===== src/sv/sha256_byte_stream_hasher_core_macros.svh =====
// Assertion macros shared by the hasher RTL
`ifndef SHA256_BYTE_STREAM_HASHER_CORE_MACROS_SVH
`define SHA256_BYTE_STREAM_HASHER_CORE_MACROS_SVH

// Assert a property on the rising clock edge, held off during reset
`define SHB_ASSERT(label, prop, msg) \
	label: assert property (@(posedge clk) disable iff (!arst_n) (prop)) else $error(msg);

// Assert that a trigger is followed in the next cycle by a property
`define SHB_ASSERT_NEXT(label, trig, prop, msg) \
	label: assert property (@(posedge clk) disable iff (!arst_n) (trig) |=> (prop)) \
		else $error(msg);

`endif


===== src/sv/shb_pkg.sv =====
package shb_pkg;

	typedef struct packed {
		logic [7:0] data_byte;
		logic       byte_present;
		logic       message_end;
	} in_item_t;

	typedef struct packed {
		logic [31:0] digest_word;
		logic [2:0]  word_index;
		logic        last_word;
		logic        length_error;
	} out_item_t;

	typedef enum logic [2:0] {
		ST_IDLE,
		ST_PAD,
		ST_LEN,
		ST_LOAD,
		ST_ROUND,
		ST_FOLD,
		ST_EMIT
	} state_t;

	localparam int unsigned BufDepth  = 64;
	localparam int unsigned HashDepth = 8;
	localparam logic [7:0]  PadByte   = 8'h80;

	function automatic logic [31:0] round_k(input logic [5:0] i);
		logic [31:0] k [64];
		k = '{
			32'h428a2f98, 32'h71374491, 32'hb5c0fbcf, 32'he9b5dba5,
			32'h3956c25b, 32'h59f111f1, 32'h923f82a4, 32'hab1c5ed5,
			32'hd807aa98, 32'h12835b01, 32'h243185be, 32'h550c7dc3,
			32'h72be5d74, 32'h80deb1fe, 32'h9bdc06a7, 32'hc19bf174,
			32'he49b69c1, 32'hefbe4786, 32'h0fc19dc6, 32'h240ca1cc,
			32'h2de92c6f, 32'h4a7484aa, 32'h5cb0a9dc, 32'h76f988da,
			32'h983e5152, 32'ha831c66d, 32'hb00327c8, 32'hbf597fc7,
			32'hc6e00bf3, 32'hd5a79147, 32'h06ca6351, 32'h14292967,
			32'h27b70a85, 32'h2e1b2138, 32'h4d2c6dfc, 32'h53380d13,
			32'h650a7354, 32'h766a0abb, 32'h81c2c92e, 32'h92722c85,
			32'ha2bfe8a1, 32'ha81a664b, 32'hc24b8b70, 32'hc76c51a3,
			32'hd192e819, 32'hd6990624, 32'hf40e3585, 32'h106aa070,
			32'h19a4c116, 32'h1e376c08, 32'h2748774c, 32'h34b0bcb5,
			32'h391c0cb3, 32'h4ed8aa4a, 32'h5b9cca4f, 32'h682e6ff3,
			32'h748f82ee, 32'h78a5636f, 32'h84c87814, 32'h8cc70208,
			32'h90befffa, 32'ha4506ceb, 32'hbef9a3f7, 32'hc67178f2
		};
		return k[i];
	endfunction

	function automatic logic [31:0] init_h(input logic [2:0] i);
		logic [31:0] h [8];
		h = '{
			32'h6a09e667, 32'hbb67ae85, 32'h3c6ef372, 32'ha54ff53a,
			32'h510e527f, 32'h9b05688c, 32'h1f83d9ab, 32'h5be0cd19
		};
		return h[i];
	endfunction

	function automatic logic [31:0] rotr(input logic [31:0] x, input int unsigned n);
		return (x >> n) | (x << (32 - n));
	endfunction

endpackage


===== src/sv/shb_ram.sv =====
module shb_ram #(
	parameter int unsigned Width = 8,
	parameter int unsigned Depth = 64
) (
	input  logic                     clk,
	input  logic                     we,
	input  logic [$clog2(Depth)-1:0] waddr,
	input  logic [Width-1:0]         wdata,
	input  logic [$clog2(Depth)-1:0] raddr,
	output logic [Width-1:0]         rdata
);

	logic [Width-1:0] mem [Depth];

	// write and registered read
	always_ff @(posedge clk) begin
		if (we) begin
			mem[waddr] <= wdata;
		end
		rdata <= mem[raddr];
	end

endmodule


===== src/sv/shb_round.sv =====
`include "sha256_byte_stream_hasher_core_macros.svh"
// One SHA-256 round per cycle while step is high, plus the 16-word message schedule window.
module shb_round (
	input  logic        clk,
	input  logic        arst_n,
	input  logic        load,      // take initial working vars
	input  logic [255:0] init_vars,
	input  logic        step,      // run one round
	input  logic [5:0]  rnd,
	input  logic        w_in_en,   // push a word from the buffer (round < 16)
	input  logic [31:0] w_in,
	output logic [255:0] vars
);

	logic [31:0] a_q, b_q, c_q, d_q, e_q, f_q, g_q, h_q;
	logic [31:0] w_q [16];
	logic [31:0] w_cur, w_new, s0, s1, t1, t2, ch, maj, se, sa;

	// schedule word for this round
	always_comb begin
		s0 = shb_pkg::rotr(w_q[1], 7) ^ shb_pkg::rotr(w_q[1], 18) ^ (w_q[1] >> 3);
		s1 = shb_pkg::rotr(w_q[14], 17) ^ shb_pkg::rotr(w_q[14], 19) ^ (w_q[14] >> 10);
		w_new = w_q[0] + s0 + w_q[9] + s1;
		w_cur = w_in_en ? w_in : w_new;
		se = shb_pkg::rotr(e_q, 6) ^ shb_pkg::rotr(e_q, 11) ^ shb_pkg::rotr(e_q, 25);
		sa = shb_pkg::rotr(a_q, 2) ^ shb_pkg::rotr(a_q, 13) ^ shb_pkg::rotr(a_q, 22);
		ch = (e_q & f_q) ^ (~e_q & g_q);
		maj = (a_q & b_q) ^ (a_q & c_q) ^ (b_q & c_q);
		t1 = h_q + se + ch + shb_pkg::round_k(rnd) + w_cur;
		t2 = sa + maj;
	end

	// advance working variables and schedule window
	always_ff @(posedge clk) begin
		if (load) begin
			{a_q, b_q, c_q, d_q, e_q, f_q, g_q, h_q} <= init_vars;
		end else if (step) begin
			h_q <= g_q; g_q <= f_q; f_q <= e_q; e_q <= d_q + t1;
			d_q <= c_q; c_q <= b_q; b_q <= a_q; a_q <= t1 + t2;
			for (int i = 0; i < 15; i++) begin
				w_q[i] <= w_q[i+1];
			end
			w_q[15] <= w_cur;
		end
	end

	assign vars = {a_q, b_q, c_q, d_q, e_q, f_q, g_q, h_q};

	`SHB_ASSERT(a_no_load_step, !(load && step), "load and step together")
	`SHB_ASSERT(a_win_early, !(step && w_in_en && rnd[5:4] != 2'd0), "buffer word past round 15")
	`SHB_ASSERT(a_win_late, !(step && !w_in_en && rnd[5:4] == 2'd0), "missing buffer word")

endmodule


===== src/sv/sha256_byte_stream_hasher_core.sv =====
// Channel | Direction | Handshake       | Payload
// in      | into core | in_valid/stall  | in_item (data_byte, byte_present, message_end)
// out     | from core | out_valid/stall | out_item (digest_word, word_index, last_word, length_error)
//
// A byte without end does not stall the input; the byte that fills a block stalls the input
// through compression: loading the hash words, the rounds, then the fold.
// An end item adds one padding write per cycle through byte 63, one or two compressions,
// and a digest (one lead-in read, then one word per cycle from the hash memory while out
// stall is low).
// Reset clears control, count and valid bits of the hash memory; no clearing pass.
// Out stall holds the digest word; input is taken only in the idle state.
`include "sha256_byte_stream_hasher_core_macros.svh"
module sha256_byte_stream_hasher_core (
	input  logic               clk,
	input  logic               arst_n,
	input  logic               in_valid,
	output logic               in_stall,
	input  shb_pkg::in_item_t  in_item,
	output logic               out_valid,
	input  logic               out_stall,
	output shb_pkg::out_item_t out_item
);

	shb_pkg::state_t state_q, state_d;

	logic [60:0] count_q;
	logic        ovf_q;
	logic        ending_q;    // padding in progress for the last block(s)
	logic        len_blk_q;   // current padding block carries the length
	logic [5:0]  pos_q;       // padding write position
	logic [6:0]  cnt_q;       // generic step counter
	logic [7:0]  hv_q;        // hash word holds live value (else initial)

	// byte buffer memory
	logic       b_we;
	logic [5:0] b_wa, b_ra;
	logic [7:0] b_wd, b_rd;
	shb_ram #(.Width(8), .Depth(shb_pkg::BufDepth)) u_buf (
		.clk(clk), .we(b_we), .waddr(b_wa), .wdata(b_wd), .raddr(b_ra), .rdata(b_rd)
	);

	// hash word memory
	logic        h_we;
	logic [2:0]  h_wa, h_ra;
	logic [31:0] h_wd, h_rd, h_val;
	shb_ram #(.Width(32), .Depth(shb_pkg::HashDepth)) u_hash (
		.clk(clk), .we(h_we), .waddr(h_wa), .wdata(h_wd), .raddr(h_ra), .rdata(h_rd)
	);
	logic [2:0] h_ra_s1;
	logic       rd_v_s1;
	always_ff @(posedge clk) begin
		h_ra_s1 <= h_ra;
	end
	assign h_val = hv_q[h_ra_s1] ? h_rd : shb_pkg::init_h(h_ra_s1);

	// round unit
	logic         r_load, r_step, r_win;
	logic [255:0] r_init, r_vars;
	logic [5:0]   r_rnd;
	logic [31:0]  w_acc_q, r_w;
	logic [255:0] hsave_q;
	shb_round u_round (
		.clk(clk), .arst_n(arst_n), .load(r_load), .init_vars(r_init), .step(r_step),
		.rnd(r_rnd), .w_in_en(r_win), .w_in(r_w), .vars(r_vars)
	);

	logic in_acc, out_acc;
	assign in_acc  = in_valid && !in_stall;
	assign out_acc = out_valid && !out_stall;
	assign in_stall = (state_q != shb_pkg::ST_IDLE);

	logic [60:0] count_inc;
	assign count_inc = count_q + 61'd1;
	logic [63:0] bits;
	assign bits = {count_q, 3'b000};

	// next state
	always_comb begin
		state_d = state_q;
		unique case (state_q)
			shb_pkg::ST_IDLE: begin
				if (in_acc) begin
					if (in_item.byte_present && count_inc[5:0] == 6'd0) begin
						state_d = shb_pkg::ST_LOAD;
					end else if (in_item.message_end) begin
						state_d = shb_pkg::ST_PAD;
					end
				end
			end
			shb_pkg::ST_PAD: begin
				if (pos_q == 6'd63 || (len_blk_q && pos_q == 6'd55)) begin
					state_d = len_blk_q ? shb_pkg::ST_LEN : shb_pkg::ST_LOAD;
				end
			end
			shb_pkg::ST_LEN:  if (pos_q == 6'd63) state_d = shb_pkg::ST_LOAD;
			shb_pkg::ST_LOAD: if (cnt_q == 7'd8) state_d = shb_pkg::ST_ROUND;
			shb_pkg::ST_ROUND: if (cnt_q == 7'd127) state_d = shb_pkg::ST_FOLD;
			shb_pkg::ST_FOLD: begin
				if (cnt_q == 7'd8) begin
					if (!ending_q) state_d = shb_pkg::ST_IDLE;
					else if (len_blk_q) state_d = shb_pkg::ST_EMIT;
					else state_d = shb_pkg::ST_PAD;
				end
			end
			shb_pkg::ST_EMIT: if (out_acc && out_item.last_word) state_d = shb_pkg::ST_IDLE;
			default: state_d = shb_pkg::ST_IDLE;
		endcase
	end

	// memory and round-unit controls
	// ROUND: cnt 0..127; one byte read per cycle assembles the first 16 words, so
	// rounds 0..15 fire once per assembled word and rounds 16..63 one per cycle.
	logic [5:0] rnd_of;
	logic       rnd_fire;
	always_comb begin
		b_we = 1'b0; b_wa = pos_q; b_wd = 8'h00; b_ra = 6'd0;
		h_we = 1'b0; h_wa = 3'd0; h_wd = h_val; h_ra = 3'd0;
		r_load = 1'b0; r_step = 1'b0; r_win = 1'b0; r_init = hsave_q; r_w = 32'd0;
		rnd_of = 6'd0; rnd_fire = 1'b0;
		unique case (state_q)
			shb_pkg::ST_IDLE: begin
				b_we = in_acc && in_item.byte_present;
				b_wa = count_q[5:0];
				b_wd = in_item.data_byte;
			end
			shb_pkg::ST_PAD: begin
				b_we = 1'b1;
				b_wd = (pos_q == count_q[5:0] && !cnt_q[0]) ? shb_pkg::PadByte : 8'h00;
			end
			shb_pkg::ST_LEN: begin
				b_we = 1'b1;
				b_wd = bits[8*(63 - pos_q) +: 8];
			end
			shb_pkg::ST_LOAD: begin
				h_ra = cnt_q[2:0];
			end
			shb_pkg::ST_ROUND: begin
				b_ra = cnt_q[5:0];
				r_load = (cnt_q == 7'd0);
				// rounds 0..15: byte reads at cnt 0..63, word ready at cnt 4k+4
				// rounds 16..63 at cnt 65..112 step 1
				if (cnt_q >= 7'd4 && cnt_q <= 7'd64 && cnt_q[1:0] == 2'd0) begin
					rnd_fire = 1'b1; r_win = 1'b1;
					rnd_of = 6'(cnt_q[6:2] - 5'd1);
					r_w = {w_acc_q[23:0], b_rd};
				end else if (cnt_q >= 7'd65 && cnt_q <= 7'd112) begin
					rnd_fire = 1'b1;
					rnd_of = 6'(cnt_q - 7'd49);
				end
				r_step = rnd_fire;
				h_ra = 3'd0;
			end
			shb_pkg::ST_FOLD: begin
				h_ra = cnt_q[2:0];
				if (cnt_q != 7'd0) begin
					h_we = 1'b1;
					h_wa = 3'(cnt_q - 7'd1);
					h_wd = h_val + r_vars[32*(8 - cnt_q) +: 32];
				end
			end
			shb_pkg::ST_EMIT: begin
				h_ra = out_acc ? 3'(cnt_q + 7'd1) : cnt_q[2:0];
			end
			default: ;
		endcase
	end
	assign r_rnd = rnd_of;

	assign out_valid = (state_q == shb_pkg::ST_EMIT) && rd_v_s1;
	always_comb begin
		out_item.digest_word  = h_val;
		out_item.word_index   = cnt_q[2:0];
		out_item.last_word    = (cnt_q[2:0] == 3'd7);
		out_item.length_error = ovf_q;
	end

	// payload registers
	always_ff @(posedge clk) begin
		if (state_q == shb_pkg::ST_ROUND) begin
			w_acc_q <= {w_acc_q[23:0], b_rd};
		end
		if (state_q == shb_pkg::ST_LOAD && cnt_q != 7'd0) begin
			hsave_q <= {hsave_q[223:0], h_val};
		end
	end

	// control registers
	always_ff @(posedge clk or negedge arst_n) begin
		if (!arst_n) begin
			state_q <= shb_pkg::ST_IDLE;
			count_q <= '0; ovf_q <= 1'b0; ending_q <= 1'b0; len_blk_q <= 1'b0;
			pos_q <= '0; cnt_q <= '0; hv_q <= '0; rd_v_s1 <= 1'b0;
		end else begin
			state_q <= state_d;
			rd_v_s1 <= (state_q == shb_pkg::ST_EMIT);
			// hold the word counter while a digest word is stalled
			if (state_q != state_d) cnt_q <= '0;
			else if (state_q != shb_pkg::ST_EMIT || out_acc) cnt_q <= cnt_q + 7'd1;
			unique case (state_q)
				shb_pkg::ST_IDLE: begin
					if (in_acc) begin
						if (in_item.byte_present) begin
							count_q <= count_inc;
							if (&count_q) ovf_q <= 1'b1;
						end
						// a byte that fills the block leaves the pad to a fresh block
						if (in_item.message_end) begin
							ending_q <= 1'b1;
							pos_q <= in_item.byte_present ? count_inc[5:0] : count_q[5:0];
							len_blk_q <= !(in_item.byte_present && count_inc[5:0] == 6'd0)
								&& ((in_item.byte_present ? count_inc[5:0]
								: count_q[5:0]) < 6'd56);
						end
					end
				end
				shb_pkg::ST_PAD: pos_q <= pos_q + 6'd1;
				shb_pkg::ST_LEN: pos_q <= pos_q + 6'd1;
				shb_pkg::ST_FOLD: begin
					if (cnt_q != 7'd0) hv_q[3'(cnt_q - 7'd1)] <= 1'b1;
					if (cnt_q == 7'd8 && ending_q) begin
						len_blk_q <= 1'b1;
						pos_q <= 6'd0;
					end
				end
				shb_pkg::ST_EMIT: begin
					// drop message state after the last digest word
					if (out_acc && out_item.last_word) begin
						count_q <= '0; ovf_q <= 1'b0; ending_q <= 1'b0;
						len_blk_q <= 1'b0; hv_q <= '0;
					end
				end
				default: ;
			endcase
		end
	end

	`SHB_ASSERT(a_stall_idle, in_stall == (state_q != shb_pkg::ST_IDLE), "stall mismatch")
	`SHB_ASSERT(a_out_emit, !out_valid || state_q == shb_pkg::ST_EMIT, "output outside emit")
	`SHB_ASSERT(a_no_bwrite_round, !(b_we && state_q == shb_pkg::ST_ROUND), "buffer write in rounds")
	`SHB_ASSERT_NEXT(a_out_hold, out_valid && out_stall, out_valid && $stable(out_item), "stalled word changed")

endmodule

===== config.mk =====
export PLATFORM = sky130hd
export DESIGN_NAME = sha256_byte_stream_hasher_core
export DESIGN_NICKNAME = d
export VERILOG_FILES = /design/src/sv/shb_pkg.sv /design/src/sv/shb_ram.sv /design/src/sv/shb_round.sv /design/src/sv/sha256_byte_stream_hasher_core.sv
export VERILOG_INCLUDE_DIRS = /design/src /design/src/sv
export SDC_FILE = /design/constraint.sdc
export NUM_CORES = 2
export LEC_CHECK = 0
export BUFFER_PORTS_ARGS = -buffer_cell sky130_fd_sc_hd__buf_2
export CAP_MARGIN = 20
export CORE_ASPECT_RATIO = 0.9
export CORE_MARGIN = 3
export CORE_UTILIZATION = 45
export CTS_CLUSTER_SIZE = 10
export DETAILED_ROUTE_END_ITERATION = 16
export PLACE_DENSITY = 0.64
export SYNTH_ARGS = -nofsm -noshare
export SYNTH_HDL_FRONTEND = slang
export SYNTH_SLANG_ARGS = --single-unit

===== constraint.sdc =====
create_clock -name clk -period 30.6 [get_ports clk]
set_input_delay 1.53 -clock clk [delete_from_list [all_inputs] [get_ports clk]]
set_output_delay 1.53 -clock clk [all_outputs]
set_load 0.05 [all_outputs]

==> reports/metrics.cfg <==
[cts]
worstSkewPairLatency_ps=860
cts.sink_count=1948
clockRootBuffer=clkbuf_16
htree_levels=4
cts_resized=0
cts_buffer_depth=3
holdBufCountCts=0
cts_setup_buffers=0
cts_tree=yes
numCtsBuffers=218
path_clk_slew_ps=70

[layout]
area_growth_pct=10.2
fin_area_um2=102000
multi_input_area_um2=32800
nNetsFinal=7759
final_core_util=0.501
register_area_um2=57600
layout-drive-gt1-share=0.0936
fillers=17500

[die]
rows=157
core_area_um2=204000
start_util=0.455
die_area_um2=212000
die-width_um=485
ioPinCount=53
die_h_um=437

[power_and_ir_drop]
p_leak_nw=36.6
p_per_area_nw_per_um2=68.0
totalPowerFinal_mw=6.97
ir_drop_mv=0.0577

[timing]
worst_pin_slew_ps=1150
fin_skew_ps=62.0
fmax_ghz=0.0768
setup_viol=0
setup_ws_ps=17570
slew-limit-headroom=0.236
period_minus_slack_ps=13030
finalCritPeriodShare=0.426
hold_viol=0
rsz0062_at_grt=no
timing.setup.tns_ps=0
drv_slew=0

[logic_synthesis]
syn_avg_cell_area_um2=12.6
synth-main-ff-cell=edfxtp_1
syn_area_um2=92900
synth_common_cells=1816 x edfxtp_1, 1450 x nand2_1, 385 x a21oi_1, 364 x nor2_1, 354 x clkbuf_1
syn_nets=7784
synth_most_common_cell=edfxtp_1
yosys.area.top_type=edfxtp_1
synth_cell_types=93
yosys.area.top_type_share=0.587
synth_edf_count=1816
ys_seq_area_frac=0.620
synth_async_sr_flop_share=0.0457
syn_inst=7390
ys_warn_count=0
ys_ff_latch=1948
yosys-top-cells-area=edfxtp_1 59%, nand2_1 5.9%, fa_1 4.1%, mux4_2 3.5%, xnor2_1 2.9%

[worst_setup_path]
cp-end-kind=register
path_buf_inv=5
worst_ep_required_time_ps=31150
crit_type=register to register
cp.arrival_ps=13580
cp_common_cell=fa_1
critPathMaxFanout=51
startpoint_type=register
crit_family=adder cells
slowest_delay_ps=890
crit_path_top_delay_cell=dfrtp_4

[detailed_routing]
drt-vias-per-instance=5.84
wl_per_cell_um=25.5
drtIter0Drc=6636
drt_wl_total_um=260000
vias=59400
drtAntennaViolNets=0
drc=0
firstDrtPassIters=6

[place]
pre_cts_slack_ps=17930
dp_hpwl_um=174000
place_congestion=0.975
placed_cell_area_um2=96100
io_buffers=52

[grt]
grt_antenna_before_repair=20
grt.overflow.total=0
grt_pass1_wl_um=385000
grt_max_degree=191
grtUsageTotal=0.242
grt_pass1_vias=57400

[worst_hold_path]
hp-class=register to register

[run]
cap_violations=0

[status]
outcome=finished, final reports clean

[metal layers]
layer	routed length, um	up-vias	share of wire	global-route usage
met1	114000	29800	0.44	0.359
met2	114000	2667	0.44	0.356
met5	0	-	0	0
met3	24500	405	0.094	0.0570
met4	7380	0	0.028	0.0702
li1	-	26600	-	-
[power by group]
part	switching, mW	internal [mW]
Combinational	0.987	0.420
Sequential	0.0914	3.13
Clock	1.01	1.32
Total	2.09	4.88
[cell type report]
type                            count  share of cell area
Sequential cell                  1948               0.563
Multi-Input combinational cell   4734               0.321
Clock buffer                      299              0.0567
Tap cell                         2703              0.0330
Timing Repair Buffer              182              0.0128
Inverter                          281              0.0103
Clock inverter                     26             0.00369
Antenna cell                        7            0.000171
[placed cells by master (no fill, tap or decap), drive strengths merged, types with 53 or more instances in the layout]
cell	instances
a21o	81
a21oi	385
a31oi	72
buf	178
clkbuf	303
dfrtp	89
edfxtp	1816
fa	188
ha	192
inv	277
mux2	57
mux4	143
nand2	1451
nand2b	63
nand3	270
nand4	53
nor2	370
o21ai	303
xnor2	307
xor2	145
[metrics by stage]
| stage | hold slack (ps) | cells |
|---|---|---|
| 5_1_grt | 400 | 10200 |
| 6_report | 391 | 10200 |
| 2_1_floorplan | 400 | 7390 |
| 3_5_place_dp | 405 | 9840 |
| 4_1_cts | 387 | 10200 |
| 3_3_place_gp | 400 | 9839 |
[final timing paths]
path / start / end / slack, ps / depth (start not counted)
setup / recovery: cnt_q[0] / u_round.a_q[30] / 17570 / 41
hold / removal: u_round.w_q[0][74] / u_round.w_q[0][42] / 390 / 0
setup reg to reg: cnt_q[0] / u_round.a_q[30] / 17570 / 41
hold reg to reg: u_round.w_q[0][74] / u_round.w_q[0][42] / 390 / 0
max in group asynchronous: arst_n / pos_q[3] / 28760 / 2
min in group asynchronous: arst_n / hv_q[5] / 590 / 1
[worst reg2reg max path, delay by kind of cell, from the launching register on]
kind / cells / cell delay [ps]
adders and majority gates: 9 / 3930
AOI/OAI and AO/OA: 12 / 3280
and+or+nand+nor: 13 / 3060
buffers and inverters: 5 / 1120
DFF: 1 / 890
xor gates and xnor gates: 2 / 480
[cell families (layout without fill, tap and decap cells)]
family          after synthesis  in the layout  synth area share
simple gates               2418           2418             0.111
flops                      1948           1948             0.620
compound gates             1218           1218            0.0818
buf+inv                     708            788            0.0293
xor+xnor                    453            453            0.0429
fa+ha+maj                   406            406            0.0692
mux                         239            239            0.0458
other cells                   0              7                 0
[sequential cells by signal, indices dropped and copies added (netlist names), 8 cells and up]
signal / cells
hv_q: 8
u_round.h_q: 32
count_q: 61
u_round.w_q: 512
w_acc_q: 24
u_round.b_q: 32
hsave_q: 256
u_round.f_q: 32
u_round.g_q: 32
u_round.c_q: 32
u_round.a_q: 32
u_hash.mem: 256
u_buf.rdata: 8
u_round.d_q: 32
u_round.e_q: 32
u_buf.mem: 512
u_hash.rdata: 32
Power figures use the tool's default switching activity.
